==> src/rtl/dmc_pkg.sv <==
// ----------------------------------------------------------------------------
// dmc_pkg: shared types and constants for the button counter display block
// Holds the payload structs, register indexes, reset values and the
// seven segment decode table.
// ----------------------------------------------------------------------------
package dmc_pkg;

  // Configuration port, timer and count widths.
  localparam int unsigned CfgIdxW = 8;
  localparam int unsigned CfgValW = 16;
  localparam int unsigned TicksW  = 16;
  localparam int unsigned CountW  = 7;

  // Reset values and limits.
  localparam logic [TicksW-1:0] DebTicksRst = 16'd40;
  localparam logic [TicksW-1:0] MuxTicksRst = 16'd4;
  localparam logic [CountW-1:0] CountMax    = 7'd99;

  // Configuration register indexes.
  typedef enum logic [CfgIdxW-1:0] {
    CfgDebounceTicks = 8'd0,
    CfgMuxTicks      = 8'd1
  } cfg_idx_e;

  // One input tick: the three active-low button levels.
  typedef struct packed {
    logic left_button_level;
    logic middle_button_level;
    logic right_button_level;
  } in_item_t;

  // One result per tick.
  typedef struct packed {
    logic [6:0]        segments;
    logic              left_digit_on;
    logic              right_digit_on;
    logic [CountW-1:0] count;
  } out_item_t;

  // Debounced button actions that are due this tick.
  typedef struct packed {
    logic dec;
    logic cmp;
    logic inc;
  } act_t;

  // Next display state, handed to the result register.
  typedef struct packed {
    logic [6:0] segments;
    logic       left_on;
  } disp_t;

  // Segment patterns for digits 0 to 9, bit0 = a .. bit6 = g.
  localparam logic [6:0] SegTable [10] = '{
    7'h3F, 7'h06, 7'h5B, 7'h4F, 7'h66, 7'h6D, 7'h7D, 7'h07, 7'h7F, 7'h6F
  };

endpackage

==> src/rtl/dmc_debounce.sv <==
// ----------------------------------------------------------------------------
// dmc_debounce: debounce timer for one push button
// A falling edge loads the timer; when it runs out the button is sampled
// and an action is requested if it is still pressed.
// ----------------------------------------------------------------------------
module dmc_debounce (
  input  logic                       clk_i,
  input  logic                       rst_ni,
  input  logic                       step_i,
  input  logic                       level_i,
  input  logic [dmc_pkg::TicksW-1:0] ticks_i,
  output logic                       req_o
);
  import dmc_pkg::*;

  logic              prev_q, prev_d;
  logic              armed_q, armed_d;
  logic [TicksW-1:0] cnt_q, cnt_d;
  logic              fall;

  // Edge detection and timer update for this tick.
  always_comb begin
    fall    = prev_q & ~level_i;
    prev_d  = level_i;
    armed_d = armed_q;
    cnt_d   = cnt_q;
    if (fall) begin
      cnt_d   = (ticks_i == '0) ? TicksW'(1) : ticks_i;
      armed_d = 1'b1;
    end else if (armed_q) begin
      cnt_d = cnt_q - TicksW'(1);
      if (cnt_q == TicksW'(1)) begin
        armed_d = 1'b0;
      end
    end
  end

  // The timer expires this tick and the button is still held low.
  assign req_o = armed_q & ~fall & (cnt_q == TicksW'(1)) & ~level_i;

  always_ff @(posedge clk_i or negedge rst_ni) begin
    if (!rst_ni) begin
      prev_q  <= 1'b1;
      armed_q <= 1'b0;
      cnt_q   <= '0;
    end else if (step_i) begin
      prev_q  <= prev_d;
      armed_q <= armed_d;
      cnt_q   <= cnt_d;
    end
  end

endmodule

==> src/rtl/dmc_counter.sv <==
// ----------------------------------------------------------------------------
// dmc_counter: modulo 100 counter
// Applies the due button actions in the order decrement, complement to 99,
// increment.
// ----------------------------------------------------------------------------
module dmc_counter (
  input  logic                       clk_i,
  input  logic                       rst_ni,
  input  logic                       step_i,
  input  dmc_pkg::act_t              act_i,
  output logic [dmc_pkg::CountW-1:0] count_o,
  output logic [dmc_pkg::CountW-1:0] count_d_o
);
  import dmc_pkg::*;

  logic [CountW-1:0] count_q, count_d;
  logic [CountW-1:0] after_dec, after_cmp;

  // Three short steps on a 7-bit value, one for each button.
  always_comb begin
    after_dec = count_q;
    if (act_i.dec) begin
      after_dec = (count_q == '0) ? CountMax : count_q - CountW'(1);
    end
    after_cmp = after_dec;
    if (act_i.cmp) begin
      after_cmp = CountMax - after_dec;
    end
    count_d = after_cmp;
    if (act_i.inc) begin
      count_d = (after_cmp >= CountMax) ? '0 : after_cmp + CountW'(1);
    end
  end

  always_ff @(posedge clk_i or negedge rst_ni) begin
    if (!rst_ni) begin
      count_q <= '0;
    end else if (step_i) begin
      count_q <= count_d;
    end
  end

  assign count_o   = count_q;
  assign count_d_o = count_d;

endmodule

==> src/rtl/dmc_display.sv <==
// ----------------------------------------------------------------------------
// dmc_display: two digit display multiplexer
// Counts down the mux period and, when it runs out, swaps the active digit
// and latches the segment pattern of the digit it now shows.
// ----------------------------------------------------------------------------
module dmc_display (
  input  logic                       clk_i,
  input  logic                       rst_ni,
  input  logic                       step_i,
  input  logic [dmc_pkg::TicksW-1:0] mux_ticks_i,
  input  logic [dmc_pkg::CountW-1:0] count_i,
  output dmc_pkg::disp_t             disp_d_o
);
  import dmc_pkg::*;

  logic [TicksW-1:0] cnt_q, cnt_d;
  logic              left_q, left_d;
  logic [6:0]        seg_q, seg_d;
  logic [14:0]       prod;
  logic [3:0]        tens;
  logic [3:0]        units;
  logic [CountW-1:0] tens_x10;

  // Digit split: tens = count * 205 / 2048 is exact for every 7-bit count, 0 to 127.
  always_comb begin
    prod     = 15'(count_i) * 15'd205;
    tens     = prod[14:11];
    tens_x10 = {tens, 3'b000} - 7'd0 + {2'b00, tens, 1'b0};
    units    = 4'(count_i - tens_x10);
  end

  // Period countdown and digit swap.
  always_comb begin
    cnt_d  = cnt_q - TicksW'(1);
    left_d = left_q;
    seg_d  = seg_q;
    if (cnt_q <= TicksW'(1)) begin
      cnt_d = (mux_ticks_i == '0) ? TicksW'(1) : mux_ticks_i;
      if (left_q) begin
        left_d = 1'b0;
        seg_d  = SegTable[units];
      end else begin
        left_d = 1'b1;
        seg_d  = SegTable[tens];
      end
    end
  end

  always_ff @(posedge clk_i or negedge rst_ni) begin
    if (!rst_ni) begin
      cnt_q  <= MuxTicksRst;
      left_q <= 1'b1;
      seg_q  <= '0;
    end else if (step_i) begin
      cnt_q  <= cnt_d;
      left_q <= left_d;
      seg_q  <= seg_d;
    end
  end

  assign disp_d_o.segments = seg_d;
  assign disp_d_o.left_on  = left_d;

endmodule

==> src/rtl/debounced_mod100_counter_7seg_mux.sv <==
// ----------------------------------------------------------------------------
// debounced_mod100_counter_7seg_mux: debounced up/down counter with display
// Three debounced buttons drive a 0..99 counter shown on a multiplexed
// two digit seven segment display, one tick per input transaction.
//
//   Channel   Dir  Handshake            Payload
//   in        in   in_valid_i/ready_o   in_data_i   (in_item_t)
//   out       out  out_valid_o/ready_i  out_data_o  (out_item_t)
//   cfg       in   cfg_valid_i/ready_o  cfg_index_i, cfg_value_i
//
// A tick is taken into the input register, processed in one pass and its
// result written to the result register; one tick is accepted every cycle
// when the output side keeps up.
// The input register refills in the cycle its tick moves on, so only a stall
// of the output side holds the input back.
// Reset clears the counter, selects the left digit and loads the register
// defaults; no clearing pass. Configuration writes are always taken.
// ----------------------------------------------------------------------------
module debounced_mod100_counter_7seg_mux (
  input  logic                        clk_i,
  input  logic                        rst_ni,
  input  logic                        in_valid_i,
  output logic                        in_ready_o,
  input  dmc_pkg::in_item_t           in_data_i,
  output logic                        out_valid_o,
  input  logic                        out_ready_i,
  output dmc_pkg::out_item_t          out_data_o,
  input  logic                        cfg_valid_i,
  output logic                        cfg_ready_o,
  input  logic [dmc_pkg::CfgIdxW-1:0] cfg_index_i,
  input  logic [dmc_pkg::CfgValW-1:0] cfg_value_i
);
  import dmc_pkg::*;

  logic              s0_valid_q;
  in_item_t          s0_data_q;
  logic              out_valid_q;
  out_item_t         out_q, out_d;
  logic              adv;
  logic [TicksW-1:0] deb_ticks_q, mux_ticks_q;
  logic [2:0]        levels;
  logic [2:0]        req;
  act_t              act;
  logic [CountW-1:0] count_cur, count_nxt;
  disp_t             disp_nxt;

  // Pipeline control: the input register advances when the result slot is
  // free or being emptied this cycle.
  assign adv         = s0_valid_q & (~out_valid_q | out_ready_i);
  assign in_ready_o  = ~s0_valid_q | adv;
  assign out_valid_o = out_valid_q;
  assign out_data_o  = out_q;
  assign cfg_ready_o = 1'b1;

  // Configuration registers; unknown indexes are ignored.
  always_ff @(posedge clk_i or negedge rst_ni) begin
    if (!rst_ni) begin
      deb_ticks_q <= DebTicksRst;
      mux_ticks_q <= MuxTicksRst;
    end else if (cfg_valid_i) begin
      unique case (cfg_index_i)
        CfgDebounceTicks: deb_ticks_q <= TicksW'(cfg_value_i);
        CfgMuxTicks:      mux_ticks_q <= TicksW'(cfg_value_i);
        default: ;
      endcase
    end
  end

  // Input register.
  always_ff @(posedge clk_i or negedge rst_ni) begin
    if (!rst_ni) begin
      s0_valid_q <= 1'b0;
    end else if (in_ready_o) begin
      s0_valid_q <= in_valid_i;
    end
  end

  always_ff @(posedge clk_i) begin
    if (in_ready_o && in_valid_i) begin
      s0_data_q <= in_data_i;
    end
  end

  // Button debouncers: left, middle, right.
  assign levels = {s0_data_q.left_button_level, s0_data_q.middle_button_level,
                   s0_data_q.right_button_level};

  for (genvar b = 0; b < 3; b++) begin : g_btn
    dmc_debounce u_debounce (
      .clk_i   (clk_i),
      .rst_ni  (rst_ni),
      .step_i  (adv),
      .level_i (levels[b]),
      .ticks_i (deb_ticks_q),
      .req_o   (req[b])
    );
  end

  assign act.dec = req[2];
  assign act.cmp = req[1];
  assign act.inc = req[0];

  dmc_counter u_counter (
    .clk_i     (clk_i),
    .rst_ni    (rst_ni),
    .step_i    (adv),
    .act_i     (act),
    .count_o   (count_cur),
    .count_d_o (count_nxt)
  );

  // The display sees the count from before this tick's actions.
  dmc_display u_display (
    .clk_i       (clk_i),
    .rst_ni      (rst_ni),
    .step_i      (adv),
    .mux_ticks_i (mux_ticks_q),
    .count_i     (count_cur),
    .disp_d_o    (disp_nxt)
  );

  // Result register.
  always_comb begin
    out_d.segments       = disp_nxt.segments;
    out_d.left_digit_on  = disp_nxt.left_on;
    out_d.right_digit_on = ~disp_nxt.left_on;
    out_d.count          = count_nxt;
  end

  always_ff @(posedge clk_i or negedge rst_ni) begin
    if (!rst_ni) begin
      out_valid_q <= 1'b0;
    end else if (adv) begin
      out_valid_q <= 1'b1;
    end else if (out_ready_i) begin
      out_valid_q <= 1'b0;
    end
  end

  always_ff @(posedge clk_i) begin
    if (adv) begin
      out_q <= out_d;
    end
  end

  // Checks on the pipeline and the result contents.
  a_count_range: assert property (@(posedge clk_i) disable iff (!rst_ni)
    out_valid_q |-> (out_q.count <= CountMax))
    else $error("count left the range 0 to 99");

  a_digit_excl: assert property (@(posedge clk_i) disable iff (!rst_ni)
    out_valid_q |-> (out_q.left_digit_on != out_q.right_digit_on))
    else $error("both or neither digit enabled");

  a_adv_result: assert property (@(posedge clk_i) disable iff (!rst_ni)
    adv |=> out_valid_q)
    else $error("advanced transaction produced no result");

  a_s0_hold: assert property (@(posedge clk_i) disable iff (!rst_ni)
    (s0_valid_q && !adv) |=> (s0_valid_q && $stable(s0_data_q)))
    else $error("stalled input transaction lost");

endmodule
==> config.mk <==
export PLATFORM = sky130hd
export DESIGN_NAME = debounced_mod100_counter_7seg_mux
export DESIGN_NICKNAME = d
export VERILOG_FILES = /design/src/rtl/dmc_pkg.sv /design/src/rtl/dmc_debounce.sv /design/src/rtl/dmc_counter.sv /design/src/rtl/dmc_display.sv /design/src/rtl/debounced_mod100_counter_7seg_mux.sv
export SDC_FILE = /design/constraint.sdc
export NUM_CORES = 1
export LEC_CHECK = 0
export BUFFER_PORTS_ARGS = -buffer_cell sky130_fd_sc_hd__buf_4
export CORE_ASPECT_RATIO = 1.4
export CORE_UTILIZATION = 50
export CTS_CLUSTER_DIAMETER = 100
export DETAILED_ROUTE_END_ITERATION = 7
export PLACE_DENSITY_LB_ADDON = 0.15
export SLEW_MARGIN = 20
export SYNTH_ARGS = -nofsm -noshare
export SYNTH_HDL_FRONTEND = slang
export SYNTH_SLANG_ARGS = --single-unit
==> constraint.sdc <==
create_clock -name clk_i -period 6.15 [get_ports clk_i]
set_clock_uncertainty 0.2 [all_clocks]
set_input_delay 1.23 -clock clk_i [delete_from_list [all_inputs] [get_ports clk_i]]
set_output_delay 1.23 -clock clk_i [all_outputs]
set_load 0.05 [all_outputs]
## Word level (Yosys, flattened, before mapping)

Memories as Yosys holds them, arrays and structs flattened.
Cells that the tools add are included.

| cells by class | value |
|---|---|
| multipliers | 1 |
| muxes and demuxes | 33 |
| reduce and logical (&&, ||, !) cells | 14 |
| shifts and indexed selects | 0 |
| divide/modulo/power cells | 0 |
| eq/ne operators | 4 |
| bitwise operators | 26 |
| add/sub/neg operators | 9 |
| order comparisons | 4 |

Operators with widths:

| cell | number |
|---|---|
| 16-bit 2-to-1 mux | 9 |
| 7-bit 2-to-1 mux | 11 |
| 16-bit by 1-bit subtractor with 16-bit output, second input constant | 4 |
| 16-bit by 1-bit == test with 1-bit output, second input constant | 3 |
| 16-bit logical NOT | 2 |
| 16-bit by 1-bit less-or-equal comparator with 1-bit output, second input constant | 1 |
| 7-bit by 8-bit multiplier with 15-bit output, second input constant | 1 |
| 1-bit bitwise AND | 13 |
| 1-bit 2-to-1 mux | 13 |
| 5-bit >= comparator, second input constant | 2 |
| 4-bit inverter with 5-bit output | 2 |
| 2-bit AND reduction | 5 |
| 1-bit inverter | 9 |
| 8-bit by 1-bit == test with 1-bit output, second input constant | 1 |
| 8-bit logical NOT | 1 |
| 2-bit nonzero test | 4 |
| 7-bit by 1-bit adder with 7-bit output, second input constant | 1 |
| 7-bit >= comparator, second input constant | 1 |
| 7-bit logical NOT | 1 |
| 7-bit by 1-bit subtractor with 7-bit output, second input constant | 1 |
| 7-bit subtractor, first input constant | 1 |
| 4-bit adder | 1 |
| 4-bit subtractor | 1 |
| 1-bit bitwise OR | 2 |
| 1-bit logical AND | 1 |

| storage, ports and cells | value |
|---|---|
| bits of input ports | 32 |
| register bits | 138 |
| bits in read-only memories | 224 |
| memories kept | 2 |
| bits in writable memories | 0 |
| output and inout port bits | 19 |
| bits in latches | 0 |

Memory list:

| name | words | width | read ports | clocked after memory_dff | write ports | line | text |
|---|---|---|---|---|---|---|---|
| (name not given) | 16 | 7 | 1 | 0 | 0 | dmc_display.sv:44 | `seg_d = SegTable[tens];` |
| (name not given) | 16 | 7 | 1 | 0 | 0 | dmc_display.sv:41 | `seg_d = SegTable[units];` |

## Depth between registers and ports, before layout

| logic depth | value |
|---|---|
| word-level depth | 12 |
| depth in mapped cells | 19 |
| depth with buffers taken out | 19 |

## Modules after synthesis

From an unflattened synthesis, not the netlist that was laid out.

| second synthesis, totals | value |
|---|---|
| cell total of the unflattened synthesis | 958 |
| area, all modules | 9375.2 µm² |

By module, submodules not included:

| module | cells an instance | area each (µm²) | sequential area each (µm²) | times used |
|---|---|---|---|---|
| dmc_debounce | 137 | 1202.4 | 451.7 | 3 |
| dmc_display | 330 | 2787.7 | 603.1 | 1 |
| debounced_mod100_counter_7seg_mux | 102 | 1956.9 | 1425.1 | 1 |
| dmc_counter | 115 | 1023.5 | 175.2 | 1 |

## Least setup slack after synthesis

OpenSTA, ideal clock, no wires.

| path | value |
|---|---|
| kind | reg2reg |
| start point | reg u_counter.count_q[1], in the netlist u_counter.count_o[1] |
| end point | reg out_q (netlist bit out_data_o[12]), data pin |
| buffers on the path | 0 |
| arrival | 4.424 ns |
| cell stages (with the launch flop) | 20 |
| setup slack | 1.266 ns |
| clock period less this slack | 4.884 ns |
| path through | dfrtp_1 -> inv_1 -> ha_1 -> inv_1 -> fa_1 -> inv_1 -> fa_1 -> ha_1 -> ha_1 -> a21o_1 -> a21oi_1 -> o21ai_0 -> a21oi_1 -> xnor2_1 -> ha_1 -> xor2_1 -> xnor3_1 -> and2_1 -> a22oi_1 -> mux2_2 |

RTL lines:

| element | line | text |
|---|---|---|
| from (decl) | dmc_counter.sv:16 | `logic [CountW-1:0] count_q, count_d;` |
| from (signal assigned) | dmc_counter.sv:39 | `count_q <= count_d;` |
| to (signal assigned) | debounced_mod100_counter_7seg_mux.sv:142 | `out_q <= out_d;` |
| to (decl) | debounced_mod100_counter_7seg_mux.sv:38 | `out_item_t out_q, out_d;` |

==> impl_metrics.json <==
{
  "status": "finished clean",
  "hold_class": "flop to flop",
  "drc_errors": 0,
  "end_kind": "flop",
  "final_cell_mix": "dfrtp_1 (111), o21ai_0 (102), a21oi_1 (84)",
  "grt_max_degree": 79,
  "fillers": 1530,
  "grt-busiest-layer": "met2",
  "synthToLayoutAreaGrowth_pct": 13.6,
  "p_leak_nw": 4.43,
  "final_antenna_net_count": 0,
  "use_met3_pct": 4.11,
  "drv_cap": 0,
  "yosysWarningCount": 0,
  "final_max_slew_viol_count": 0,
  "gp_congestion": 0.847,
  "diodes": 0,
  "cts_tree": "yes",
  "die_h_um": 158,
  "max-slew-margin-rel_pct": 32.3,
  "clk_pin_slew_ns": 0.06,
  "clock_sinks": 138,
  "synth_seq_cells": 138,
  "path_common_cell": "ha_1",
  "tns_ns": 0,
  "synth_top_cell_by_area": "dfrtp_1",
  "fin_crit_sh_pct": 86.5,
  "intPower_w": 0.00242,
  "h-tree-depth": 4,
  "cts_root_buffer": "clkbuf_16",
  "switching_power_w": 0.00157,
  "rows": 56,
  "hold_violations": 0,
  "worstMarginPinSlew_ns": 1.01,
  "max_freq_mhz": 188,
  "grt_pass1_vias": 6872,
  "crit_type": "flop to flop",
  "max-vdd-ir-drop_uv": 242,
  "seqCellArea_sq_mm": 0.00356,
  "layout_commonest_cell": "dfrtp_1",
  "synth_edf_count": 19,
  "dr_total_vias": 7144,
  "dp.cells": 1194,
  "cp.required_ns": 6.25,
  "pwr-share-seq_pct": 36.5,
  "drt-initial-drc-count": 527,
  "cts_made_buffers": 17,
  "power.share.combinational_pct": 37.4,
  "holdBufCountCts": 0,
  "rsz0062_at_grt": "no",
  "power.density_mw_per_mm2": 402,
  "clock_path_buffers": 2,
  "clk_latency_ns": 0.42,
  "post_cts_resized": 0,
  "netlist.area_leader.share_pct": 31.8,
  "drt-total-wl_um": 21000,
  "overflow": 0,
  "dieArea_sq_mm": 0.0180,
  "synth.distinct_cells": 68,
  "synth_flop_cell": "dfrtp_1",
  "drive_above_1_share_pct": 16.5,
  "cp_slowest_cell": "dfrtp_1",
  "hpwl_um": 15400,
  "routedWlPerCell_um": 17.2,
  "antenna_found_initial": 0,
  "setup_viol": 0,
  "crit_arrival_ns": 5.42,
  "syn_nets": 1046,
  "portBuffers": 49,
  "switching_share_pct": 39.3,
  "synthArstFlopShare_pct": 86.2,
  "met1_usage_pct": 30.5,
  "instances_no_fill": 1226,
  "path_cells": "inv_1 -> ha_1 -> inv_1 -> fa_1 -> inv_1 -> fa_1 -> ha_1 -> ha_1 -> a21o_1 -> a21oi_1 -> o21ai_0 -> a21oi_1 -> xnor2_1 -> ha_1 -> xor2_1 -> xnor3_1 -> and2_1 -> a22oi_1 -> mux2_2",
  "initial_core_util_pct": 51.5,
  "ios": 51,
  "fin_nets": 1085,
  "die_w_um": 114,
  "reg2reg_slack_ns": 0.83,
  "max_stage_delay_ns": 0.58,
  "cp_max_fo": 10,
  "p_clk_share_pct": 26.1,
  "syn_inst": 942,
  "viasPerCell": 5.83,
  "post-route-min-period_ns": 5.32,
  "synth_area_sq_mm": 0.00873,
  "startpoint_type": "flop",
  "use_met2_pct": 44.2,
  "grtUsageTotal_pct": 25.3,
  "cts_setup_buffers": 0,
  "core-area_sq_mm": 0.0170,
  "first_pass_iters": 5,
  "ys_seq_area_share_pct": 40.7,
  "grt_pass1_wl_um": 35000,
  "multi_input_area_sq_mm": 0.00486,
  "syn-mean-instance-area_sq_um": 9.27,
  "synth_area_leaders": "dfrtp_1 (32%), ha_1 (9.2%), edfxtp_1 (6.5%)"
}
## stage by stage
step           util [%]  power, W  hold slack (ns)  instance area (sq um)  worst slack (ns)
5_1_grt            58.5   0.00433            0.293                   9920             0.393
3_5_place_dp       54.9   0.00296            0.274                   9310             0.826
6_report           58.5   0.00399            0.283                   9920             0.833
4_1_cts            58.4   0.00401            0.282                   9910             0.827
3_3_place_gp       54.9   0.00293            0.265                   9310             0.897
2_1_floorplan         -   0.00255            0.251                   8730              1.27
## worst max-delay path: cells and delay by family, from the launching register on
family          cells  cell delay, ns
compound gates      5            0.92
xor+xnor            3            0.85
fa+ha+maj           6            1.95
buf+inv             3            0.28
flops               1            0.58
mux                 1            0.20
simple gates        1            0.22
## Yosys cell counts, drive strengths merged (8+ instances only)
| cell type | instances |
|---|---|
| nor3 | 35 |
| a22oi | 14 |
| nor4 | 17 |
| a21oi | 84 |
| o22ai | 10 |
| dfstp | 8 |
| dfrtp | 111 |
| edfxtp | 19 |
| fa | 8 |
| nand2 | 83 |
| inv | 50 |
| o21ai | 108 |
| nand3 | 22 |
| nand2b | 11 |
| mux2 | 51 |
| clkbuf | 32 |
| xnor2 | 10 |
| xor2 | 8 |
| nor2 | 73 |
| nor2b | 10 |
| ha | 64 |
| and3 | 8 |
| o211ai | 9 |
## final timing paths
path	from	to	cells past startpoint
min in group asynchronous	rst_ni	g_btn[2].u_debounce.cnt_q[2]	1
setup / recovery	u_counter.count_o[1]	out_data_o[12]	19
setup reg to reg	u_counter.count_o[1]	out_data_o[12]	19
hold reg to reg	g_btn[1].u_debounce.prev_q	g_btn[1].u_debounce.prev_q	2
hold / removal	g_btn[1].u_debounce.prev_q	g_btn[1].u_debounce.prev_q	2
max in group asynchronous	rst_ni	u_display.cnt_q[10]	2
## cell type report
type                    count  share of cell area, %
clock buffers              21                   4.54
clock inverters            11                   1.46
inverters                  50                   1.89
multi-input cells         717                   49.0
flip-flops and latches    138                   35.9
well taps                 232                   2.93
repair buffers             57                   4.35
## state kept, by name, indices dropped and copies added (netlist names)
name,flops
deb_ticks_q,16
g_btn.u_debounce.armed_q,3
g_btn.u_debounce.cnt_q,48
g_btn.u_debounce.prev_q,3
levels,3
mux_ticks_q,16
out_data_o,16
out_valid_o,1
s0_valid_q,1
u_counter.count_o,7
u_display.cnt_q,16
u_display.left_q,1
u_display.seg_q,7
## power groups by stage
| stage | logic (W) | clock network [W] | registers, W |
|---|---|---|---|
| finish | 0.00149 | 0.00104 | 0.00146 |
| global route | 0.00173 | 0.00110 | 0.00150 |
| CTS | 0.00150 | 0.00106 | 0.00145 |
| detailed placement | 0.00150 | 0 | 0.00146 |
| global placement | 0.00146 | 0 | 0.00146 |
| floorplan | 0.00112 | 0 | 0.00144 |
## layer usage
metal / wire [um] / part of all wire [%]
met2: 10600 / 50
met5: 0 / 0
met1: 9020 / 43
met3: 665 / 3.2
met4: 725 / 3.4
## cells by family (layout without fill, tap and decap cells)
group / after synthesis / count (layout) / share of synthesized area, %
xor+xnor: 19 / 19 / 2.23
compound gates: 263 / 263 / 17.4
mux: 55 / 55 / 7.08
fa+ha+maj: 72 / 72 / 11.0
flops: 138 / 138 / 40.7
other cells: 1 / 1 / 0.0429
buf+inv: 87 / 139 / 3.81
simple gates: 307 / 307 / 17.7
No activity file was read; power rests on OpenSTA's default activity.
